<file path="config.mk">
export PLATFORM = sky130hd
export DESIGN_NAME = via_timer_interrupt_registers
export DESIGN_NICKNAME = d
export VERILOG_FILES = /design/src/rtl/via_tir_pkg.sv /design/src/rtl/via_timer_interrupt_registers.sv
export SDC_FILE = /design/constraint.sdc
export NUM_CORES = 1
export LEC_CHECK = 0
export BUFFER_PORTS_ARGS = -buffer_cell sky130_fd_sc_hd__buf_2
export CORE_ASPECT_RATIO = 1.2
export CORE_MARGIN = 2
export CORE_UTILIZATION = 40
export DETAILED_ROUTE_END_ITERATION = 16
export GPL_ROUTABILITY_DRIVEN = 1
export HOLD_SLACK_MARGIN = 0.1
export PLACE_DENSITY = 0.7
export RECOVER_POWER = 100
export SLEW_MARGIN = 10
export SYNTH_ARGS = -nofsm -noshare
export SYNTH_HDL_FRONTEND = slang
export SYNTH_SLANG_ARGS = --single-unit
</file>
<file path="constraint.sdc">
create_clock -name clk -period 3.5 [get_ports clk]
set_clock_uncertainty 0.1 [all_clocks]
set_input_delay 0.175 -clock clk [delete_from_list [all_inputs] [get_ports clk]]
set_output_delay 0.175 -clock clk [all_outputs]
set_load 0.02 [all_outputs]
</file>
<file path="src/rtl/via_tir_pkg.sv">
// ----------------------------------------------------------------------------
// via_tir_pkg
// shared codes for the interface adapter: commands, register map, flag bits
// ----------------------------------------------------------------------------
package via_tir_pkg;

	// commands
	localparam logic [1:0] CMD_READ  = 2'd0;
	localparam logic [1:0] CMD_WRITE = 2'd1;
	localparam logic [1:0] CMD_TICK  = 2'd2;
	localparam logic [1:0] CMD_NONE  = 2'd3;

	// register map
	localparam logic [3:0] REG_ORB   = 4'd0;
	localparam logic [3:0] REG_ORA   = 4'd1;
	localparam logic [3:0] REG_DDRB  = 4'd2;
	localparam logic [3:0] REG_DDRA  = 4'd3;
	localparam logic [3:0] REG_T1CL  = 4'd4;
	localparam logic [3:0] REG_T1CH  = 4'd5;
	localparam logic [3:0] REG_T1LL  = 4'd6;
	localparam logic [3:0] REG_T1LH  = 4'd7;
	localparam logic [3:0] REG_T2CL  = 4'd8;
	localparam logic [3:0] REG_T2CH  = 4'd9;
	localparam logic [3:0] REG_SR    = 4'd10;
	localparam logic [3:0] REG_ACR   = 4'd11;
	localparam logic [3:0] REG_PCR   = 4'd12;
	localparam logic [3:0] REG_IFR   = 4'd13;
	localparam logic [3:0] REG_IER   = 4'd14;
	localparam logic [3:0] REG_ORA_NH = 4'd15;

	// flag bit positions inside the 7-bit flag and enable words
	localparam int FLAG_T1 = 6;
	localparam int FLAG_T2 = 5;

	// aux control bits
	localparam int ACR_T1_FREE_RUN = 6;
	localparam int ACR_T2_PULSE    = 5;

	// enable register write: set when this data bit is 1, else clear
	localparam int IER_SET_BIT = 7;

	typedef logic [6:0] irq_vec_t;

endpackage

</file>
<file path="src/rtl/via_timer_interrupt_registers.sv">
// ----------------------------------------------------------------------------
// via_timer_interrupt_registers
// versatile interface adapter: ports, two timers and interrupt flags
// ----------------------------------------------------------------------------
// usage
//  - input channel (in_valid / in_ready) carries one bus item: a register
//    read, a register write or a tick of some number of clocks, with the
//    current pin levels of ports A and B
//  - output channel (out_valid / out_ready) returns exactly one result item
//    per input item: the read byte (zero unless a read), the enabled pending
//    flags and the masked port outputs and directions after the command
//  - an accepted item lands in an input register, the state update and the
//    result are formed in one pass of short logic (one 16-bit compare and
//    subtract per timer) and captured in the result register
//  - out_valid rises once the item has moved from the input register into
//    the result register; one item per cycle is sustained as long as
//    out_ready stays high
//  - when the receiver stalls the result register holds, the input register
//    still takes one more item, then in_ready drops until the result leaves
//  - arst_n clears all adapter registers, the timers and the valid bits;
//    no item is in flight after reset
// ----------------------------------------------------------------------------
module via_timer_interrupt_registers
	import via_tir_pkg::*;
(
	input  logic        clk,
	input  logic        arst_n,

	input  logic        in_valid,
	output logic        in_ready,
	input  logic [1:0]  command,
	input  logic [3:0]  reg_addr,
	input  logic [7:0]  write_data,
	input  logic [15:0] clocks,
	input  logic [7:0]  port_a_in,
	input  logic [7:0]  port_b_in,

	output logic        out_valid,
	input  logic        out_ready,
	output logic [7:0]  read_data,
	output logic [6:0]  irq_bits,
	output logic [7:0]  port_a_out,
	output logic [7:0]  port_b_out,
	output logic [7:0]  dir_a,
	output logic [7:0]  dir_b
);

	// ---------------- input register ----------------
	logic        valid_s1;
	logic [1:0]  cmd_s1;
	logic [3:0]  addr_s1;
	logic [7:0]  data_s1;
	logic [15:0] clocks_s1;
	logic [7:0]  pins_a_s1;
	logic [7:0]  pins_b_s1;

	// ---------------- result register ----------------
	logic        valid_s2;
	logic [7:0]  read_data_s2;
	irq_vec_t    irq_bits_s2;
	logic [7:0]  port_a_out_s2;
	logic [7:0]  port_b_out_s2;
	logic [7:0]  dir_a_s2;
	logic [7:0]  dir_b_s2;

	// ---------------- adapter state ----------------
	// flag bit 7 is always the or of the enabled flags, so only 6..0 are kept
	logic [7:0]  acr_q;
	logic [7:0]  pcr_q;
	irq_vec_t    flags_q;
	irq_vec_t    enable_q;
	logic [7:0]  sr_q;
	logic [7:0]  latch_a_q;
	logic [7:0]  latch_b_q;
	logic [7:0]  ddr_a_q;
	logic [7:0]  ddr_b_q;
	logic [15:0] t1_count_q;
	logic [15:0] t1_latch_q;
	logic [15:0] t2_count_q;
	logic [7:0]  t2_low_q;

	// next-state values
	logic [7:0]  acr_d;
	logic [7:0]  pcr_d;
	irq_vec_t    flags_d;
	irq_vec_t    enable_d;
	logic [7:0]  sr_d;
	logic [7:0]  latch_a_d;
	logic [7:0]  latch_b_d;
	logic [7:0]  ddr_a_d;
	logic [7:0]  ddr_b_d;
	logic [15:0] t1_count_d;
	logic [15:0] t1_latch_d;
	logic [15:0] t2_count_d;
	logic [7:0]  t2_low_d;
	logic [7:0]  rd_d;
	irq_vec_t    pending_d;

	logic        adv_s1;
	logic        pending_q;

	// the input register moves on when the result register is free or leaving
	assign adv_s1   = valid_s1 && (!valid_s2 || out_ready);
	assign in_ready = !valid_s1 || !valid_s2 || out_ready;

	assign pending_q = |(enable_q & flags_q);

	// ---------------- command logic ----------------
	always_comb begin
		acr_d      = acr_q;
		pcr_d      = pcr_q;
		flags_d    = flags_q;
		enable_d   = enable_q;
		sr_d       = sr_q;
		latch_a_d  = latch_a_q;
		latch_b_d  = latch_b_q;
		ddr_a_d    = ddr_a_q;
		ddr_b_d    = ddr_b_q;
		t1_count_d = t1_count_q;
		t1_latch_d = t1_latch_q;
		t2_count_d = t2_count_q;
		t2_low_d   = t2_low_q;
		rd_d       = 8'd0;

		unique case (cmd_s1)
			CMD_READ: begin
				unique case (addr_s1)
					REG_ORB:  rd_d = (pins_b_s1 & ~ddr_b_q) | (latch_b_q & ddr_b_q);
					REG_ORA:  rd_d = (pins_a_s1 & ~ddr_a_q) | (latch_a_q & ddr_a_q);
					REG_DDRB: rd_d = ddr_b_q;
					REG_DDRA: rd_d = ddr_a_q;
					REG_T1CL: begin
						// reading the low count acknowledges timer 1
						flags_d[FLAG_T1] = 1'b0;
						rd_d = t1_count_q[7:0];
					end
					REG_T1CH: rd_d = t1_count_q[15:8];
					REG_T1LL: rd_d = t1_latch_q[7:0];
					REG_T1LH: rd_d = t1_latch_q[15:8];
					REG_T2CL: begin
						flags_d[FLAG_T2] = 1'b0;
						rd_d = t2_count_q[7:0];
					end
					REG_T2CH: rd_d = t2_count_q[15:8];
					REG_SR:   rd_d = sr_q;
					REG_ACR:  rd_d = acr_q;
					REG_PCR:  rd_d = pcr_q;
					REG_IFR:  rd_d = {pending_q, flags_q};
					REG_IER:  rd_d = {1'b0, enable_q};
					REG_ORA_NH: rd_d = pins_a_s1;
				endcase
			end
			CMD_WRITE: begin
				unique case (addr_s1)
					REG_ORB:  latch_b_d = data_s1;
					REG_ORA:  latch_a_d = data_s1;
					REG_DDRB: ddr_b_d   = data_s1;
					REG_DDRA: ddr_a_d   = data_s1;
					REG_T1CL: t1_latch_d[7:0] = data_s1;
					REG_T1CH: begin
						// high byte loads the counter from the whole latch
						t1_latch_d[15:8] = data_s1;
						t1_count_d       = {data_s1, t1_latch_q[7:0]};
						flags_d[FLAG_T1] = 1'b0;
					end
					REG_T1LL: t1_latch_d[7:0]  = data_s1;
					REG_T1LH: t1_latch_d[15:8] = data_s1;
					REG_T2CL: t2_low_d = data_s1;
					REG_T2CH: begin
						t2_count_d       = {data_s1, t2_low_q};
						flags_d[FLAG_T2] = 1'b0;
					end
					REG_SR:   sr_d  = data_s1;
					REG_ACR:  acr_d = data_s1;
					REG_PCR:  pcr_d = data_s1;
					REG_IFR:  flags_d = flags_q & ~data_s1[6:0];
					REG_IER: begin
						if (data_s1[IER_SET_BIT]) begin
							enable_d = enable_q | data_s1[6:0];
						end else begin
							enable_d = enable_q & ~data_s1[6:0];
						end
					end
					REG_ORA_NH: latch_a_d = data_s1;
				endcase
			end
			CMD_TICK: begin
				// timer 1: free run reloads latch plus one, else stops at zero
				if (t1_count_q != 16'd0) begin
					if (clocks_s1 >= t1_count_q) begin
						flags_d[FLAG_T1] = 1'b1;
						t1_count_d = acr_q[ACR_T1_FREE_RUN] ? t1_latch_q + 16'd1 : 16'd0;
					end else begin
						t1_count_d = t1_count_q - clocks_s1;
					end
				end
				// timer 2: one-shot, frozen in pulse count mode
				if (t2_count_q != 16'd0 && !acr_q[ACR_T2_PULSE]) begin
					if (clocks_s1 >= t2_count_q) begin
						flags_d[FLAG_T2] = 1'b1;
						t2_count_d = 16'd0;
					end else begin
						t2_count_d = t2_count_q - clocks_s1;
					end
				end
			end
			default: begin
				// unused command leaves everything alone
			end
		endcase

		pending_d = enable_d & flags_d;
	end

	// ---------------- registers ----------------
	always_ff @(posedge clk or negedge arst_n) begin
		if (!arst_n) begin
			valid_s1 <= 1'b0;
			valid_s2 <= 1'b0;
		end else begin
			if (in_ready) begin
				valid_s1 <= in_valid;
			end
			if (adv_s1) begin
				valid_s2 <= 1'b1;
			end else if (out_ready) begin
				valid_s2 <= 1'b0;
			end
		end
	end

	// input payload, captured on acceptance
	always_ff @(posedge clk) begin
		if (in_valid && in_ready) begin
			cmd_s1    <= command;
			addr_s1   <= reg_addr;
			data_s1   <= write_data;
			clocks_s1 <= clocks;
			pins_a_s1 <= port_a_in;
			pins_b_s1 <= port_b_in;
		end
	end

	// result payload, formed from the state after the command
	always_ff @(posedge clk) begin
		if (adv_s1) begin
			read_data_s2  <= rd_d;
			irq_bits_s2   <= pending_d;
			port_a_out_s2 <= latch_a_d & ddr_a_d;
			port_b_out_s2 <= latch_b_d & ddr_b_d;
			dir_a_s2      <= ddr_a_d;
			dir_b_s2      <= ddr_b_d;
		end
	end

	// adapter state changes only when an item completes
	always_ff @(posedge clk or negedge arst_n) begin
		if (!arst_n) begin
			acr_q      <= 8'd0;
			pcr_q      <= 8'd0;
			flags_q    <= '0;
			enable_q   <= '0;
			sr_q       <= 8'd0;
			latch_a_q  <= 8'd0;
			latch_b_q  <= 8'd0;
			ddr_a_q    <= 8'd0;
			ddr_b_q    <= 8'd0;
			t1_count_q <= 16'd0;
			t1_latch_q <= 16'd0;
			t2_count_q <= 16'd0;
			t2_low_q   <= 8'd0;
		end else if (adv_s1) begin
			acr_q      <= acr_d;
			pcr_q      <= pcr_d;
			flags_q    <= flags_d;
			enable_q   <= enable_d;
			sr_q       <= sr_d;
			latch_a_q  <= latch_a_d;
			latch_b_q  <= latch_b_d;
			ddr_a_q    <= ddr_a_d;
			ddr_b_q    <= ddr_b_d;
			t1_count_q <= t1_count_d;
			t1_latch_q <= t1_latch_d;
			t2_count_q <= t2_count_d;
			t2_low_q   <= t2_low_d;
		end
	end

	assign out_valid  = valid_s2;
	assign read_data  = read_data_s2;
	assign irq_bits   = irq_bits_s2;
	assign port_a_out = port_a_out_s2;
	assign port_b_out = port_b_out_s2;
	assign dir_a      = dir_a_s2;
	assign dir_b      = dir_b_s2;

	// ---------------- assertions ----------------
	// an empty result register never blocks the input side
	a_ready_when_empty: assert property (@(posedge clk) disable iff (!arst_n)
		!valid_s2 |-> in_ready)
		else $error("in_ready low with an empty result register");

	// an accepted item is held in the input register next cycle
	a_accept_lands: assert property (@(posedge clk) disable iff (!arst_n)
		(in_valid && in_ready) |=> valid_s1)
		else $error("accepted item lost before the input register");

	// the reported interrupt bits match the stored flags and enables
	a_irq_matches_state: assert property (@(posedge clk) disable iff (!arst_n)
		valid_s2 |-> (irq_bits_s2 == (enable_q & flags_q)))
		else $error("irq_bits disagree with flag and enable state");

	// timer 2 does not count in pulse count mode
	a_t2_frozen: assert property (@(posedge clk) disable iff (!arst_n)
		(adv_s1 && cmd_s1 == CMD_TICK && acr_q[ACR_T2_PULSE]) |=> $stable(t2_count_q))
		else $error("timer 2 moved in pulse count mode");

endmodule
</file>
==> flow_results.org <==
** Logic synthesis
- The synthesized design contains 93 enable-type register cells.
- After synthesis, the share of flip-flops with an asynchronous set or reset is 57.9%.
- Dominant synthesized flop cell :: sky130_fd_sc_hd__dfrtp_1
- Sequential elements use 48.5% of the synthesized area.
- Cell variety after synth :: 82
- Post-synthesis net count :: 1250
- After technology mapping, the gate count stands at 1161.
- A synthesized cell averages 10.7 µm².
- Yosys warning count :: 0
- The mapped netlist covers ~0.012 mm².
- Register bit total from synthesis :: 221

** Worst hold path
- The worst hold path begins at reg_addr[2].
- Path category of the worst min-delay check :: primary input to flip-flop
- Hold Crit Endpoint :: addr_s1[2]
- The worst hold path was traced through 2 stages.

** Critical path
- Data arrives at the worst endpoint at 3450 ps.
- Cell type group with the largest total delay on the critical path :: simple AND/OR/NAND/NOR gates
- Type of element launching the critical path :: flip-flop
- The largest single stage delay on the critical path is 430 ps.
- The critical path in this run is classified as flip-flop to flip-flop.
- Traced cell by cell, the critical path runs through inv_1 -> ha_1 -> fa_1 -> nand2b_1 -> a211oi_1 -> or3_1 -> a31oi_4 -> nor2_4 -> mux2_1 -> a21oi_1.
- For the worst setup path, the data required time is 3850 ps.
- The number of buffers and inverters on the critical path is 1.
- CP max-delay cell :: sky130_fd_sc_hd__nor2_4
- Critical path capture point type :: flip-flop
- In this run the critical register-to-register path is launched from t1_count_q[0].
- R2R Setup Slk :: 400 ps
- Along the worst path, the maximum fanout reaches 18.
- Count of cells along the worst register-to-register path :: 10
- Endpoint of the worst register-to-register path :: t1_count_q[4]

** STA
- Setup total negative slack on the finished layout was measured at 0 ps.
- Actual transition at the worst max-transition pin :: 1540 ps
- Pins Over Slew Limit :: 59
- The number of hold violations in the final report is 0.
- After layout, the worst path uses 88.4% of the clock period.
- Max Fclk :: 323 MHz
- Endpoints failing setup :: 0
- RSZ-0062 raised after global routing :: false
- Final min period :: 3100 ps
- Max_slew headroom :: -2.97%

** Clock tree
- Max Buffers Root-to-Sink :: 3
- The later pin in the worst-skew pair is clocked with a latency of 540 ps.
- Clock slew at reported path FFs :: 60 ps
- In this run the number of H-tree levels came out at 1.
- Buffer type at the clock tree root :: sky130_fd_sc_hd__clkbuf_16
- Clock tree sinks :: 221
- TritonCTS buffer count :: 25
- Clock tree from TritonCTS :: yes

** Pwr
- Across the VDD grid, the largest voltage drop is approximately 0.00042 V.
- Net switching is 35.9% of the power.
- Internal power summed over all cells :: ~6.0 mW
- In this run, the combinational gates consume 29.9% of the power.
- The analysis attributes to cell leakage a power of between 6 and 7 nW.
- Summed over all nets, the switching power comes to 3.37 mW.
- The share of total power dissipated in the clock network is between 20 and 30%.
- In this run, flip-flops and latches consume 41.1% of the power.
- For this design the ratio of total power to cell area is 648 mW/mm².
- Power Total :: 9.39 mW

** Detailed routing
- For this run, design rule violations remaining after detail routing come to 0.
- DRC marker count from the first detailed-route iteration :: 817
- For this run, the detailed router's first-pass iteration total came to 5.
- Post-DR wirelength/cell :: 23.0 µm
- Dividing the detail-routed via count by the number of cells gives roughly 5.9.
- Once detail routing completed, the nets flagged for antenna violations numbered 0.
- Post-detailed-routing wire length :: between 30 and 40 mm
- Via count of the routed design :: 10200

** Global routing
- Global routing used ~24% of the available tracks.
- Initial antenna violation count :: 0
- After global routing the overflow that remains totals 0.
- The first global-routing pass estimated 60.2 mm of wire.
- Vias in the first global route :: 10200
- Entering global routing, the biggest net connects a little over 70 pins.

** Floorplanning
- The initial utilization of the core area, before any placement, comes to between 40% and 50%.
- Count of standard-cell rows :: 70
- Standard cell core area :: 0.0305 mm²
- From bottom edge to top edge, the die measures 197 µm.
- The die is 165 µm wide.
- Die footprint :: 0.0323 mm²
- During I/O placement, the number of pins put on the boundary was 99.

** Placed design
- Detailed placement finished with a half-perimeter wire length of 28.1 mm.
- Input and output buffers added on the ports amount to 98.
- At the end of routability-driven placement, the weighted congestion stood at around 0.99.

** Final layout
- Most common library cell in the layout ignoring fill and taps :: sky130_fd_sc_hd__dfrtp_1
- Net count reported at finish :: 1394
- Layout cells sized above 1 :: 16.0%
- Diodes inserted :: 0
- From synthesis to final layout, the design area changed by 17.1%.
- Most used cells in the layout excluding fill and tap cells :: sky130_fd_sc_hd__dfrtp_1, sky130_fd_sc_hd__nand2_1, sky130_fd_sc_hd__edfxtp_1, sky130_fd_sc_hd__mux2_2, sky130_fd_sc_hd__clkbuf_1

** Outcome
- Violated checks :: capacitance limit, slew limit
- Status :: finished, violations left

** Job
- Max-cap check violation count :: 1
-- cell usage after synthesis, drive strengths merged (6+ instances only) --
cell	number	share of area [%]
a211oi	15	0.95
a21boi	6	0.36
a21o	13	0.81
a21oi	65	2.7
a22oi	30	1.8
a31oi	17	0.98
and3	8	0.40
and4	7	0.51
buf	23	1.0
clkbuf	45	1.5
dfrtp	128	26
edfxtp	93	23
ha	37	3.7
inv	44	1.3
mux2	88	8.1
mux2i	48	3.9
nand2	105	3.2
nand2b	13	0.66
nand3	53	2.1
nand4	11	0.56
nor2	67	2.1
nor2b	14	0.71
nor3	13	0.70
nor4	13	0.76
o211ai	8	0.49
o21ai	71	2.9
o22ai	11	0.56
xnor2	18	1.3
xor2	18	1.3
-- final cells by class --
cell class	count	area (µm²)
sequential	221	6000
clock buffer	34	669
multi-input combinational	825	5790
clock inverter	12	170
fill	2866	16000
tap	396	495
timing repair buffer	187	1200
inverter	45	169
-- worst register-to-register path, stage by stage, from the launching register on --
cell	delay, ps
sky130_fd_sc_hd__dfrtp_1	410
sky130_fd_sc_hd__inv_1	70
sky130_fd_sc_hd__ha_1	210
sky130_fd_sc_hd__fa_1	390
sky130_fd_sc_hd__nand2b_1	200
sky130_fd_sc_hd__a211oi_1	200
sky130_fd_sc_hd__or3_1	300
sky130_fd_sc_hd__a31oi_4	190
sky130_fd_sc_hd__nor2_4	430
sky130_fd_sc_hd__mux2_1	380
sky130_fd_sc_hd__a21oi_1	140
-- sequential cells by signal (all words and copies together) (netlist names), 4 cells and up --
signal / count
read_data: 8
pcr_q: 8
t1_count_q: 16
data_s1: 8
enable_q: 7
port_a_out: 8
latch_a_q: 8
ddr_a_q: 8
t2_low_q: 8
pins_a_s1: 8
t1_latch_q: 16
irq_bits: 7
t2_count_q: 16
acr_q: 8
port_b_out: 8
pins_b_s1: 8
latch_b_q: 8
clocks_s1: 16
addr_s1: 4
dir_b: 8
sr_q: 8
ddr_b_q: 8
flags_q: 7
dir_a: 8
-- kinds of logic after synthesis --
group	Yosys count	synth area share [%]
simple gates	323	12.9
compound gates	290	15.4
flops	221	48.5
mux	137	12.2
buf+inv	115	4.45
fa+ha+maj	39	4.07
xor+xnor	36	2.55
-- power by group through the flow --
stage               logic (mW)  clock network, mW  registers, mW
finish                    2.81               2.71           3.86
global route              3.10               2.86           3.90
CTS                       2.85               2.76           3.83
detailed placement        2.79                  0           3.87
global placement          2.75                  0           3.86
floorplan                 2.10                  0           3.61
-- worst max path at each step --
stage / from / endpoint / slack (ps) / cells past startpoint
floorplan: out_valid / t1_count_q[9] / 50 / 8
global placement: t1_count_q[0] / t1_count_q[3] / 500 / 10
detailed placement: t1_count_q[0] / t1_count_q[4] / 470 / 10
CTS: t1_count_q[0] / t1_count_q[4] / 440 / 10
global route: t1_count_q[0] / t1_count_q[4] / 240 / 10
finish: t1_count_q[0] / t1_count_q[4] / 400 / 10
-- through the flow --
stage | worst slack, ps | utilization, % | std cells | cell area, µm² | hold slack, ps
after global routing | 245 | 47.5 | 1720 | 14500 | 240
after CTS | 443 | 48.0 | 1720 | 14600 | 207
after detailed placement | 474 | 43.6 | 1624 | 13300 | 194
final | 405 | 47.5 | 1720 | 14500 | 241
after global placement | 501 | 43.6 | 1624 | 13300 | 195
after floorplan | 46.7 | - | 1161 | 12400 | -221
-- repair_timing --
action,4_1_cts,5_1_grt
setup buffers,0,0
hold endpoints to repair,106,0
gates resized for setup,0,0
hold buffers,50,0
-- layer usage --
layer | vias up | GRT usage, % | routed length (µm)
met3 | 125 | 3.83 | 2890
met4 | 0 | 13.4 | 2280
met5 | - | 0 | 0
met2 | 466 | 40.2 | 18600
met1 | 4947 | 30.7 | 15800
li1 | 4615 | - | -
Power figures use the tool's default switching activity.
